===== src/rtl/timestamp_difference_core_defines.svh =====
// Assertion macros shared by the timestamp difference RTL.
// Depends on nothing; users supply clk and rst_n in scope.
`ifndef TIMESTAMP_DIFFERENCE_CORE_DEFINES_SVH
`define TIMESTAMP_DIFFERENCE_CORE_DEFINES_SVH

// Same-cycle implication, checked outside reset.
`define TSD_ASSERT_NOW(label, ante, cons) \
  label: assert property (@(posedge clk) disable iff (!rst_n) (ante) |-> (cons)) \
    else $error("tsd: same-cycle check failed");

// Implication with a fixed delay counted from the next edge.
`define TSD_ASSERT_LATER(label, ante, dly, cons) \
  label: assert property (@(posedge clk) disable iff (!rst_n) (ante) |=> ##dly (cons)) \
    else $error("tsd: delayed check failed");

`endif


===== src/rtl/tsd_pkg.sv =====
// Types, constants and the month table for the timestamp difference core.
// No dependencies.
`timescale 1ns / 1ps

package tsd_pkg;

  typedef struct packed {
    logic [13:0] year;
    logic [3:0]  month;
    logic [4:0]  day;
    logic [4:0]  hour;
    logic [5:0]  minute;
    logic [5:0]  second;
  } stamp_t;

  // Reciprocals: floor((x * RECIP_100) >> 21) == x / 100 and
  // floor((x * RECIP_400) >> 23) == x / 400 for all x below 43690.
  localparam logic [14:0] RECIP_100  = 15'd20972;
  localparam logic [14:0] RECIP_400  = 15'd20972;
  // floor((r * RECIP_60) >> 18) == r / 60 for r below 4697.
  localparam logic [12:0] RECIP_60   = 13'd4370;
  localparam int          SHIFT_100  = 21;
  localparam int          SHIFT_400  = 23;
  localparam int          SHIFT_60   = 18;
  localparam logic [12:0] SEC_PER_HR = 13'd3600;

  // Days before the month; month 0 reads as January, 13..15 as December.
  function automatic logic [8:0] days_before_month(input logic [3:0] m);
    logic [8:0] v;
    case (m)
      4'd0, 4'd1: v = 9'd0;
      4'd2:       v = 9'd31;
      4'd3:       v = 9'd59;
      4'd4:       v = 9'd90;
      4'd5:       v = 9'd120;
      4'd6:       v = 9'd151;
      4'd7:       v = 9'd181;
      4'd8:       v = 9'd212;
      4'd9:       v = 9'd243;
      4'd10:      v = 9'd273;
      4'd11:      v = 9'd304;
      default:    v = 9'd334;
    endcase
    return v;
  endfunction

endpackage


===== src/rtl/tsd_stamp.sv =====
// Three-stage conversion of one timestamp into absolute hours plus the
// minute/second offset within the hour. Depends on tsd_pkg.
`timescale 1ns / 1ps

module tsd_stamp
  import tsd_pkg::*;
(
  input  logic        clk,
  input  stamp_t      stamp_i,
  output logic [27:0] hours_o,
  output logic [11:0] msec_o
);

  // stage 1: constant products and table lookup
  logic [13:0] y1_r;
  logic [29:0] p99_r, p399_r, p100_r;
  logic [29:0] p99_nxt, p399_nxt, p100_nxt;
  logic [22:0] y365_r, y365_nxt;
  logic [8:0]  dd_r, dd_nxt;
  logic        late1_r;
  logic [4:0]  hh1_r;
  logic [11:0] ms1_r, ms_nxt;

  always_comb begin
    p99_nxt  = 30'(15'(stamp_i.year) + 15'd99) * 30'(RECIP_100);
    p399_nxt = 30'(15'(stamp_i.year) + 15'd399) * 30'(RECIP_400);
    p100_nxt = 30'(stamp_i.year) * 30'(RECIP_100);
    y365_nxt = 23'(stamp_i.year) * 23'd365;
    dd_nxt   = days_before_month(stamp_i.month) + 9'(stamp_i.day);
    ms_nxt   = 12'(stamp_i.minute) * 12'd60 + 12'(stamp_i.second);
  end

  always_ff @(posedge clk) begin
    y1_r    <= stamp_i.year;
    p99_r   <= p99_nxt;
    p399_r  <= p399_nxt;
    p100_r  <= p100_nxt;
    y365_r  <= y365_nxt;
    dd_r    <= dd_nxt;
    late1_r <= (stamp_i.month > 4'd2);
    hh1_r   <= stamp_i.hour;
    ms1_r   <= ms_nxt;
  end

  // stage 2: day count
  logic [8:0]  q99;
  logic [6:0]  q399;
  logic [7:0]  q100;
  logic [12:0] div4;
  logic        leap;
  logic [23:0] days_sum;
  logic [22:0] days2_r;
  logic [4:0]  hh2_r;
  logic [11:0] ms2_r;

  always_comb begin
    q99  = p99_r[SHIFT_100 +: 9];
    q399 = p399_r[SHIFT_400 +: 7];
    q100 = p100_r[SHIFT_100 +: 8];
    div4 = 13'((15'(y1_r) + 15'd3) >> 2);
    // divisible by 400 means divisible by 100 with a quotient divisible by 4
    leap = (y1_r[1:0] == 2'd0) &&
           ((15'(q100) * 15'd100 != 15'(y1_r)) || (q100[1:0] == 2'd0));
    days_sum = 24'(y365_r) + 24'(div4) - 24'(q99) + 24'(q399) + 24'(dd_r)
             + 24'(leap && late1_r);
  end

  always_ff @(posedge clk) begin
    days2_r <= days_sum[22:0];
    hh2_r   <= hh1_r;
    ms2_r   <= ms1_r;
  end

  // stage 3: absolute hours
  logic [27:0] hours3_r;
  logic [11:0] ms3_r;

  always_ff @(posedge clk) begin
    hours3_r <= (28'(days2_r) << 4) + (28'(days2_r) << 3) + 28'(hh2_r);
    ms3_r    <= ms2_r;
  end

  assign hours_o = hours3_r;
  assign msec_o  = ms3_r;

endmodule


===== src/rtl/timestamp_difference_core.sv =====
// Top level of the timestamp difference core: two stamp converters and the
// subtract / normalize pipeline. Depends on tsd_pkg, tsd_stamp, defines header.
`timescale 1ns / 1ps
`include "timestamp_difference_core_defines.svh"

// Usage
//   Drive both timestamps on the in_ ports and pulse start; the item is taken
//   at that edge. busy is always low, so a new item may enter every cycle.
//   Each item gives one result: out_valid is high for exactly one cycle with
//   out_elapsed_hours, out_elapsed_minutes, out_elapsed_seconds and
//   out_order_error, once the item has passed the register stages.
//   Throughput: one item per cycle. The pipeline has seven register stages
//   (three for date-to-hours conversion, four for subtract, borrow, divide
//   by 60 and output).
//   If the end stamp is earlier, the amounts are zero and out_order_error is
//   set. Hours above 2^27-1 saturate; minutes and seconds stay exact.
//   Reset (rst_n low, synchronous) clears the valid bits, dropping items in
//   flight; the payload registers are not reset.
//   The receiver cannot stall: a result is present for one cycle only.
module timestamp_difference_core
  import tsd_pkg::*;
(
  input  logic        clk,
  input  logic        rst_n,
  input  logic        start,
  output logic        busy,
  input  logic [13:0] in_start_year,
  input  logic [3:0]  in_start_month,
  input  logic [4:0]  in_start_day,
  input  logic [4:0]  in_start_hour,
  input  logic [5:0]  in_start_minute,
  input  logic [5:0]  in_start_second,
  input  logic [13:0] in_end_year,
  input  logic [3:0]  in_end_month,
  input  logic [4:0]  in_end_day,
  input  logic [4:0]  in_end_hour,
  input  logic [5:0]  in_end_minute,
  input  logic [5:0]  in_end_second,
  output logic        out_valid,
  output logic [26:0] out_elapsed_hours,
  output logic [5:0]  out_elapsed_minutes,
  output logic [5:0]  out_elapsed_seconds,
  output logic        out_order_error
);

  localparam int STAGES = 7;

  stamp_t      stamp_a, stamp_b;
  logic [27:0] hours_a, hours_b;
  logic [11:0] ms_a, ms_b;

  assign busy = 1'b0;

  assign stamp_a = '{year: in_start_year, month: in_start_month, day: in_start_day,
                     hour: in_start_hour, minute: in_start_minute,
                     second: in_start_second};
  assign stamp_b = '{year: in_end_year, month: in_end_month, day: in_end_day,
                     hour: in_end_hour, minute: in_end_minute,
                     second: in_end_second};

  tsd_stamp u_stamp_a (.clk(clk), .stamp_i(stamp_a), .hours_o(hours_a), .msec_o(ms_a));
  tsd_stamp u_stamp_b (.clk(clk), .stamp_i(stamp_b), .hours_o(hours_b), .msec_o(ms_b));

  // valid bits travel alongside the payload stages
  logic [STAGES-1:0] vld_r, vld_nxt;

  always_comb begin
    vld_nxt = {vld_r[STAGES-2:0], start & ~busy};
  end

  always_ff @(posedge clk) begin
    if (!rst_n) begin
      vld_r <= '0;
    end else begin
      vld_r <= vld_nxt;
    end
  end

  // stage 4: raw differences
  logic signed [28:0] dh4_r;
  logic signed [12:0] dms4_r;

  always_ff @(posedge clk) begin
    dh4_r  <= $signed({1'b0, hours_b}) - $signed({1'b0, hours_a});
    dms4_r <= $signed({1'b0, ms_b}) - $signed({1'b0, ms_a});
  end

  // stage 5: borrow whole hours so the remainder lands in 0..3599
  logic signed [29:0] hrs5_r, hrs5_nxt;
  logic [11:0]        r5_r, r5_nxt;
  logic signed [13:0] r_wide;
  logic signed [29:0] carry;

  always_comb begin
    if (dms4_r >= $signed({1'b0, SEC_PER_HR})) begin
      r_wide = 14'(dms4_r) - 14'(SEC_PER_HR);
      carry  = 30'sd1;
    end else if (dms4_r >= 13'sd0) begin
      r_wide = 14'(dms4_r);
      carry  = 30'sd0;
    end else if (dms4_r >= -$signed({1'b0, SEC_PER_HR})) begin
      r_wide = 14'(dms4_r) + 14'(SEC_PER_HR);
      carry  = -30'sd1;
    end else begin
      r_wide = 14'(dms4_r) + 14'(SEC_PER_HR) + 14'(SEC_PER_HR);
      carry  = -30'sd2;
    end
    r5_nxt   = r_wide[11:0];
    hrs5_nxt = 30'(dh4_r) + carry;
  end

  always_ff @(posedge clk) begin
    hrs5_r <= hrs5_nxt;
    r5_r   <= r5_nxt;
  end

  // stage 6: reciprocal product for the divide by 60
  logic [24:0]        prod6_r;
  logic [11:0]        r6_r;
  logic signed [29:0] hrs6_r;

  always_ff @(posedge clk) begin
    prod6_r <= 25'(r5_r) * 25'(RECIP_60);
    r6_r    <= r5_r;
    hrs6_r  <= hrs5_r;
  end

  // stage 7: split remainder, clamp hours, flag order
  logic [6:0]  min7;
  logic [11:0] sec7;
  logic        neg7, sat7;
  logic [26:0] hrs_nxt;
  logic [5:0]  min_nxt, sec_nxt;
  logic [26:0] out_hrs_r;
  logic [5:0]  out_min_r, out_sec_r;
  logic        out_err_r;

  always_comb begin
    min7 = prod6_r[SHIFT_60 +: 7];
    sec7 = r6_r - 12'(min7) * 12'd60;
    neg7 = hrs6_r[29];
    sat7 = (hrs6_r[28:27] != 2'd0);
    if (neg7) begin
      hrs_nxt = '0;
      min_nxt = '0;
      sec_nxt = '0;
    end else begin
      hrs_nxt = sat7 ? '1 : hrs6_r[26:0];
      min_nxt = min7[5:0];
      sec_nxt = sec7[5:0];
    end
  end

  always_ff @(posedge clk) begin
    out_hrs_r <= hrs_nxt;
    out_min_r <= min_nxt;
    out_sec_r <= sec_nxt;
    out_err_r <= neg7;
  end

  assign out_valid           = vld_r[STAGES-1];
  assign out_elapsed_hours   = out_hrs_r;
  assign out_elapsed_minutes = out_min_r;
  assign out_elapsed_seconds = out_sec_r;
  assign out_order_error     = out_err_r;

  `TSD_ASSERT_LATER(a_latency, start && !busy, 6, out_valid)
  `TSD_ASSERT_NOW(a_err_zero, out_valid && out_order_error,
    out_elapsed_hours == 27'd0 && out_elapsed_minutes == 6'd0 &&
    out_elapsed_seconds == 6'd0)
  `TSD_ASSERT_NOW(a_rem_range, out_valid,
    out_elapsed_minutes < 6'd60 && out_elapsed_seconds < 6'd60)

endmodule

===== config.mk =====
export PLATFORM = sky130hd
export DESIGN_NAME = timestamp_difference_core
export DESIGN_NICKNAME = d
export VERILOG_FILES = /design/src/rtl/tsd_pkg.sv /design/src/rtl/tsd_stamp.sv /design/src/rtl/timestamp_difference_core.sv
export VERILOG_INCLUDE_DIRS = /design/src /design/src/rtl
export SDC_FILE = /design/constraint.sdc
export NUM_CORES = 2
export LEC_CHECK = 0
export BUFFER_PORTS_ARGS = -buffer_cell sky130_fd_sc_hd__buf_2
export CAP_MARGIN = 5
export CORE_MARGIN = 8
export CORE_UTILIZATION = 60
export DETAILED_ROUTE_END_ITERATION = 6
export PLACE_DENSITY_LB_ADDON = 0.15
export SLEW_MARGIN = 20
export SYNTH_ARGS = -nofsm -noshare
export SYNTH_HDL_FRONTEND = slang
export SYNTH_HIERARCHICAL = 1
export SYNTH_SLANG_ARGS = --single-unit

===== constraint.sdc =====
create_clock -name clk -period 9.4 [get_ports clk]
set_clock_uncertainty 0.15 [all_clocks]
set_input_delay 0 -clock clk [delete_from_list [all_inputs] [get_ports clk]]
set_output_delay 0 -clock clk [all_outputs]
set_load 0.005 [all_outputs]

# After elaboration in Yosys (flattened, before gate mapping)
# Memory sizes are Yosys's and may differ from the RTL's.
# Cells that the tools add are included.
[op_classes] addsub=31 n_mux=7 magnitude_cmp=5 n_div=0 n_eq_ne=2 multipliers=14 reduce_logical=11 bitwise_logic=0 n_shift=0
[ops] cell="$mul 30x13->28 const B" n=4
[ops] cell="$mux 30" n=2
[ops] cell="$add 27x26->28" n=2
[ops] cell="$add 28x5->28" n=2
[ops] cell="$mul 14x13->27 const B" n=2
[ops] cell="$add 23x1->23" n=2
[ops] cell="$add 23x13->23" n=2
[ops] cell="$add 23x7->23" n=2
[ops] cell="$add 23x9->23" n=2
[ops] cell="$mul 14x9->23 const B" n=2
[ops] cell="$sub 23x9->23" n=2
[ops] cell="$mux 12" n=3
[ops] cell="$add 14x2->15 const B" n=2
[ops] cell="$add 14x7->15 const B" n=2
[ops] cell="$add 14x9->15 const B" n=2
[ops] cell="$add 29x30->30" n=1
[ops] cell="$ne 15x14->1" n=2
[ops] cell="$sub 28x28->29" n=1
[ops] cell="$mux 27" n=1
[ops] cell="$ge 13x13->1 const B" n=2
[ops] cell="$mul 8x5->13 const B" n=2
[ops] cell="$add 12x6->12" n=2
[ops] cell="$mul 12x12->24 const B" n=1
[ops] cell="$mul 6x4->10 const B" n=2
[ops] cell="other kinds (14)" n=23
[word_totals] latch_bits=0 output_inout_bits=42 mem_count=2 wordCells=112 mem_bits_ro=288 register_bits=645 ram_bits=0
[memory_table] memory="(name not given)" depth=16 word_bits=9 read_ports=1 rd_ports_with_merged_regs=0 wr=0 line_no="tsd_pkg.sv:30" source="case (m)"
[memory_table] memory="(name not given)" depth=16 word_bits=9 read_ports=1 rd_ports_with_merged_regs=0 wr=0 line_no="tsd_pkg.sv:30"

# Depth between registers and ports, before layout
[depth] depth_word=6 depth_mapped=28 mapped_depth_nobuf=28

# By module
# The synthesis kept the hierarchy.
[by_module_without_submodules] mod="tsd_stamp at u_stamp_b" instances=1 seq_area_each_um2=3323.2 cells_per_inst=2259 area_each_um2=22268.9
[by_module_without_submodules] mod="tsd_stamp at u_stamp_a" instances=1 seq_area_each_um2=3323.2 cells_per_inst=2093 area_each_um2=21331.7
[by_module_without_submodules] mod="timestamp_difference_core" instances=1 seq_area_each_um2=3463.3 cells_per_inst=992 area_each_um2=9173.8

# Worst setup path after synthesis
# OpenSTA, ideal clock, no wires.
[synth_path] path_type="in2reg" startpoint="input in_start_year[0]" endpoint="register u_stamp_a.p99_r[28]" required_ns=9.127 setup_time_ns=0.123 path_stages=23 n_path_buf=0 arrival_time_ns=6.070 setup_slack_ns=3.056 cell_sequence="inv_1 > ha_1 > nor2b_1 > a21oi_1 > o21bai_1 > and2_1 > xnor2_1 > ha_1 > fa_1 > inv_1 > fa_1 > fa_1 > inv_1 > fa_1 > ha_1 > and4_1 > a221o_1 > o211a_1 > a311oi_2 > a21oi_1 > a21oi_1 > o21bai_1 > xor2_1"
[synth_between] elab_chain_cells=2
[synth_lines] element="from (decl)" line_no="timestamp_difference_core.sv:27" source="input logic [13:0] in_start_year,"
[synth_lines] element="$add 14x7->15" line_no="tsd_stamp.sv:25" source="p99_nxt = 30'(15'(stamp_i.year) + 15'd99) * 30'(RECIP_100);"
[synth_lines] element="$mul 30x13->28" line_no="tsd_stamp.sv:25"
[synth_lines] element="named net u_stamp_a.p99_nxt[28]" line_no="tsd_stamp.sv:17" source="logic [29:0] p99_nxt, p399_nxt, p100_nxt;"
[synth_lines] element="to (signal assigned)" line_no="tsd_stamp.sv:35" source="p99_r <= p99_nxt;"
[synth_lines] element="to (decl)" line_no="tsd_stamp.sv:16" source="logic [29:0] p99_r, p399_r, p100_r;"
# The timed path passes the listed nets, and every way through them passes these cells.
# A chain may end at the register's enable or synchronous reset.

# Worst setup path after layout
# Same ends and word-level chain as after synthesis.

==> impl_metrics.csv <==
group,metric,value,unit
global_routing,grt_max_degree,53,
drt,drt-initial-drc-count,1479,
die,dieHeight,313,um
sta,relSlewSlack,0.344,
drt,via_count,35900,
layout,finalNetCount,7390,
clock_tree,path_clk_slew,60,ps
yosys,synth_fp_nets,7134,
yosys,synth-edff-count,0,
setup_path,cp.arrival,7710,ps
worst_hold_path,hp-class,"input port to flop",
yosys,syn_inst,5344,
setup_path,crit_fanout,11,
status,run_status,"complete, no violations",
drt,wl,109000,um
setup_path,startpoint,"in_start_year[0]",
global_routing,overflow,0,
sta,final_hold_viol_count,0,
global_routing,grt_pass1_wl,185000,um
setup_path,rr_startpoint,"u_stamp_a/p100_r[24]$_DFF_P_",
sta,setup-violations-final,0,
layout,layout_common_cells,"1,192 x inv_1, 1,133 x ha_1, 574 x fa_1",
layout,drive_gt1_frac,0.0484,
clock_tree,cts_num_sinks,505,
global_routing,grt_antenna_before_repair,7,
drt,vias_per_cell,5.27,
clock_tree,cts-buffers-inserted,54,
sta,finalSetupTns,0,ps
run,cap_violations,0,
yosys,ys_async_sr_fraction,0,
drt,drt_first_pass_iters,5,
setup_path,slowest_stage,"xnor2_1",
sta,fin_crit,7380,ps
clock_tree,htree_num_levels,2,
yosys,syn_area,0.0528,mm2
die,ioPinCount,125,
setup_path,crit_type,"input port to flop",
sta,period_share,0.785,
global_routing,grt_pass1_vias,37600,
place,placed_area,0.0546,mm2
yosys,synth-seq-cells,505,
drt,ant_nets,0,
sta,rsz0062_at_grt,"false",
place,port_buffers,123,
die,die_area,0.0977,mm2
clock_tree,clk_latency,600,ps
yosys,yosys_most_used_dff,"dfxtp_1",
place,gp_congestion,0.932,
yosys,avgSynthCellArea,9.88,um2
place,dp_hpwl,91600,um
worst_hold_path,hp-start,"rst_n",
clock_tree,clk_path_buf_depth,3,
sta,tightest_slew,976,ps
die,placementRows,108,
die,core,0.0870,mm2
setup_path,path_common_cell,"fa_1",
layout,postLayoutCellArea,0.0577,mm2
yosys,yosysUniqueCellTypes,106,
yosys,synth_warnings,6,
setup_path,worstPathRequired,9730,ps
sta,finalMaxSlewViolations,0,
layout,area_delta_synth_final,9.24,%
global_routing,grtUsageTotal,0.227,
clock_tree,cts_tree,"built",
setup_path,crit_path_start_kind,"input port",
setup_path,slowest_delay,600,ps
clock_tree,cts-root-buf,"clkbuf_16",
die,start_util,0.606,
drt,wl_per_cell,16.1,um
setup_path,endpoint_kind,"flop",
die,die_x,313,um
sta,max_freq,136,MHz
drt,drc,0,
yosys,synth_seq_area_share,0.192,
layout,final_common_cell,"inv_1",
## layer usage
layer  vias to the layer above  wire (um)  GRT usage  part of all wire
met1                     17100      48000      0.291              0.44
met5                         -         12          0           0.00011
met4                         2       2980     0.0590             0.027
met2                       642      53100      0.401              0.49
met3                       165       5220     0.0337             0.048
li1                      18000          -          -                 -
## through the flow
stage	hold slack, ps	utilization	worst slack (ps)	cells
floorplan	-122	-	3060	5344
global placement	-47.6	0.628	2090	6588
detailed placement	-45.6	0.628	1940	6588
CTS	22.0	0.662	2060	6800
global route	56.3	0.662	1490	6801
finish	76.0	0.662	2020	6805
## final cells by class
type	instances	area (um2)
clock inverters	30	380
inverters	1194	4490
multi-input cells	3606	37900
fillers	6969	29400
diodes	5	12.5
well taps	1155	1450
repair buffers	239	1760
flip-flops and latches	505	10100
clock buffers	71	1510
## flip-flops by register name, summed over array words and instances (netlist names), 13 cells and up
| name | cells |
|---|---|
| out_elapsed_hours | 27 |
| u_stamp_a/days2_r | 23 |
| u_stamp_b/y365_r | 23 |
| u_stamp_b/days2_r | 23 |
| u_stamp_a/hours_o | 28 |
| u_stamp_b/hours_o | 28 |
| u_stamp_a/y365_r | 23 |
| dh4_r | 29 |
| hrs6_r | 30 |
| dms4_r | 13 |
| hrs5_r | 30 |
## kinds of logic (layout without fill, tap and decap cells)
| logic type | after synthesis | in the layout | synth area share |
|---|---|---|---|
| simple gates | 776 | 776 | 0.0732 |
| fa+ha+maj | 1707 | 1707 | 0.486 |
| flops | 505 | 505 | 0.192 |
| compound gates | 728 | 728 | 0.0936 |
| xor+xnor | 382 | 382 | 0.0634 |
| buf+inv | 1233 | 1534 | 0.0895 |
| other cells | 1 | 6 | 0.0000711 |
| mux | 12 | 12 | 0.00235 |
## critical path, delay by kind of cell
| kind | cells | cell delay (ps) |
|---|---|---|
| buf+inv | 5 | 1180 |
| simple gates | 4 | 780 |
| compound gates | 8 | 1890 |
| fa+ha+maj | 7 | 3130 |
| xor+xnor | 2 | 760 |
## cells in the mapped netlist, types with 25 or more instances
library cell  count  area, um2
a211oi_1         28        210
a21o_1           84        631
a21oi_1         212       1060
and3_1           39        244
clkbuf_1         25       93.8
dfxtp_1         505      10100
fa_1            574      11500
ha_1           1133      14200
inv_1          1192       4470
nand2_1         128        480
nand2b_1         26        163
nand3_1          74        370
nand4_1          41        257
nor2_1          239        897
nor2b_1          56        350
nor3_1           65        325
o211ai_1         29        218
o21a_1           40        300
o21ai_0          82        410
o21ai_1          33        165
o21bai_1         29        218
xnor2_1         279       2440
xor2_1          103        902
## final timing paths
path,slack [ps],cells past startpoint,to
max,2020,26,u_stamp_a/p99_r[28]$_DFF_P_
max reg2reg,2680,25,u_stamp_a/days2_r[21]$_DFF_P_
min reg2reg,170,0,u_stamp_b/msec_o[10]$_DFF_P_
min,80,3,vld_r[4]$_SDFF_PN0_
## what timing repair did
item | in CTS | in global routing
hold buffers | 111 | 0
setup buffers | 0 | 0
gates resized for setup | 0 | 0
endpoints found under the hold margin | 93 | 0
Power is not shown: default switching activity piles up to over one toggle a cycle in this logic, so the estimate is an artifact.
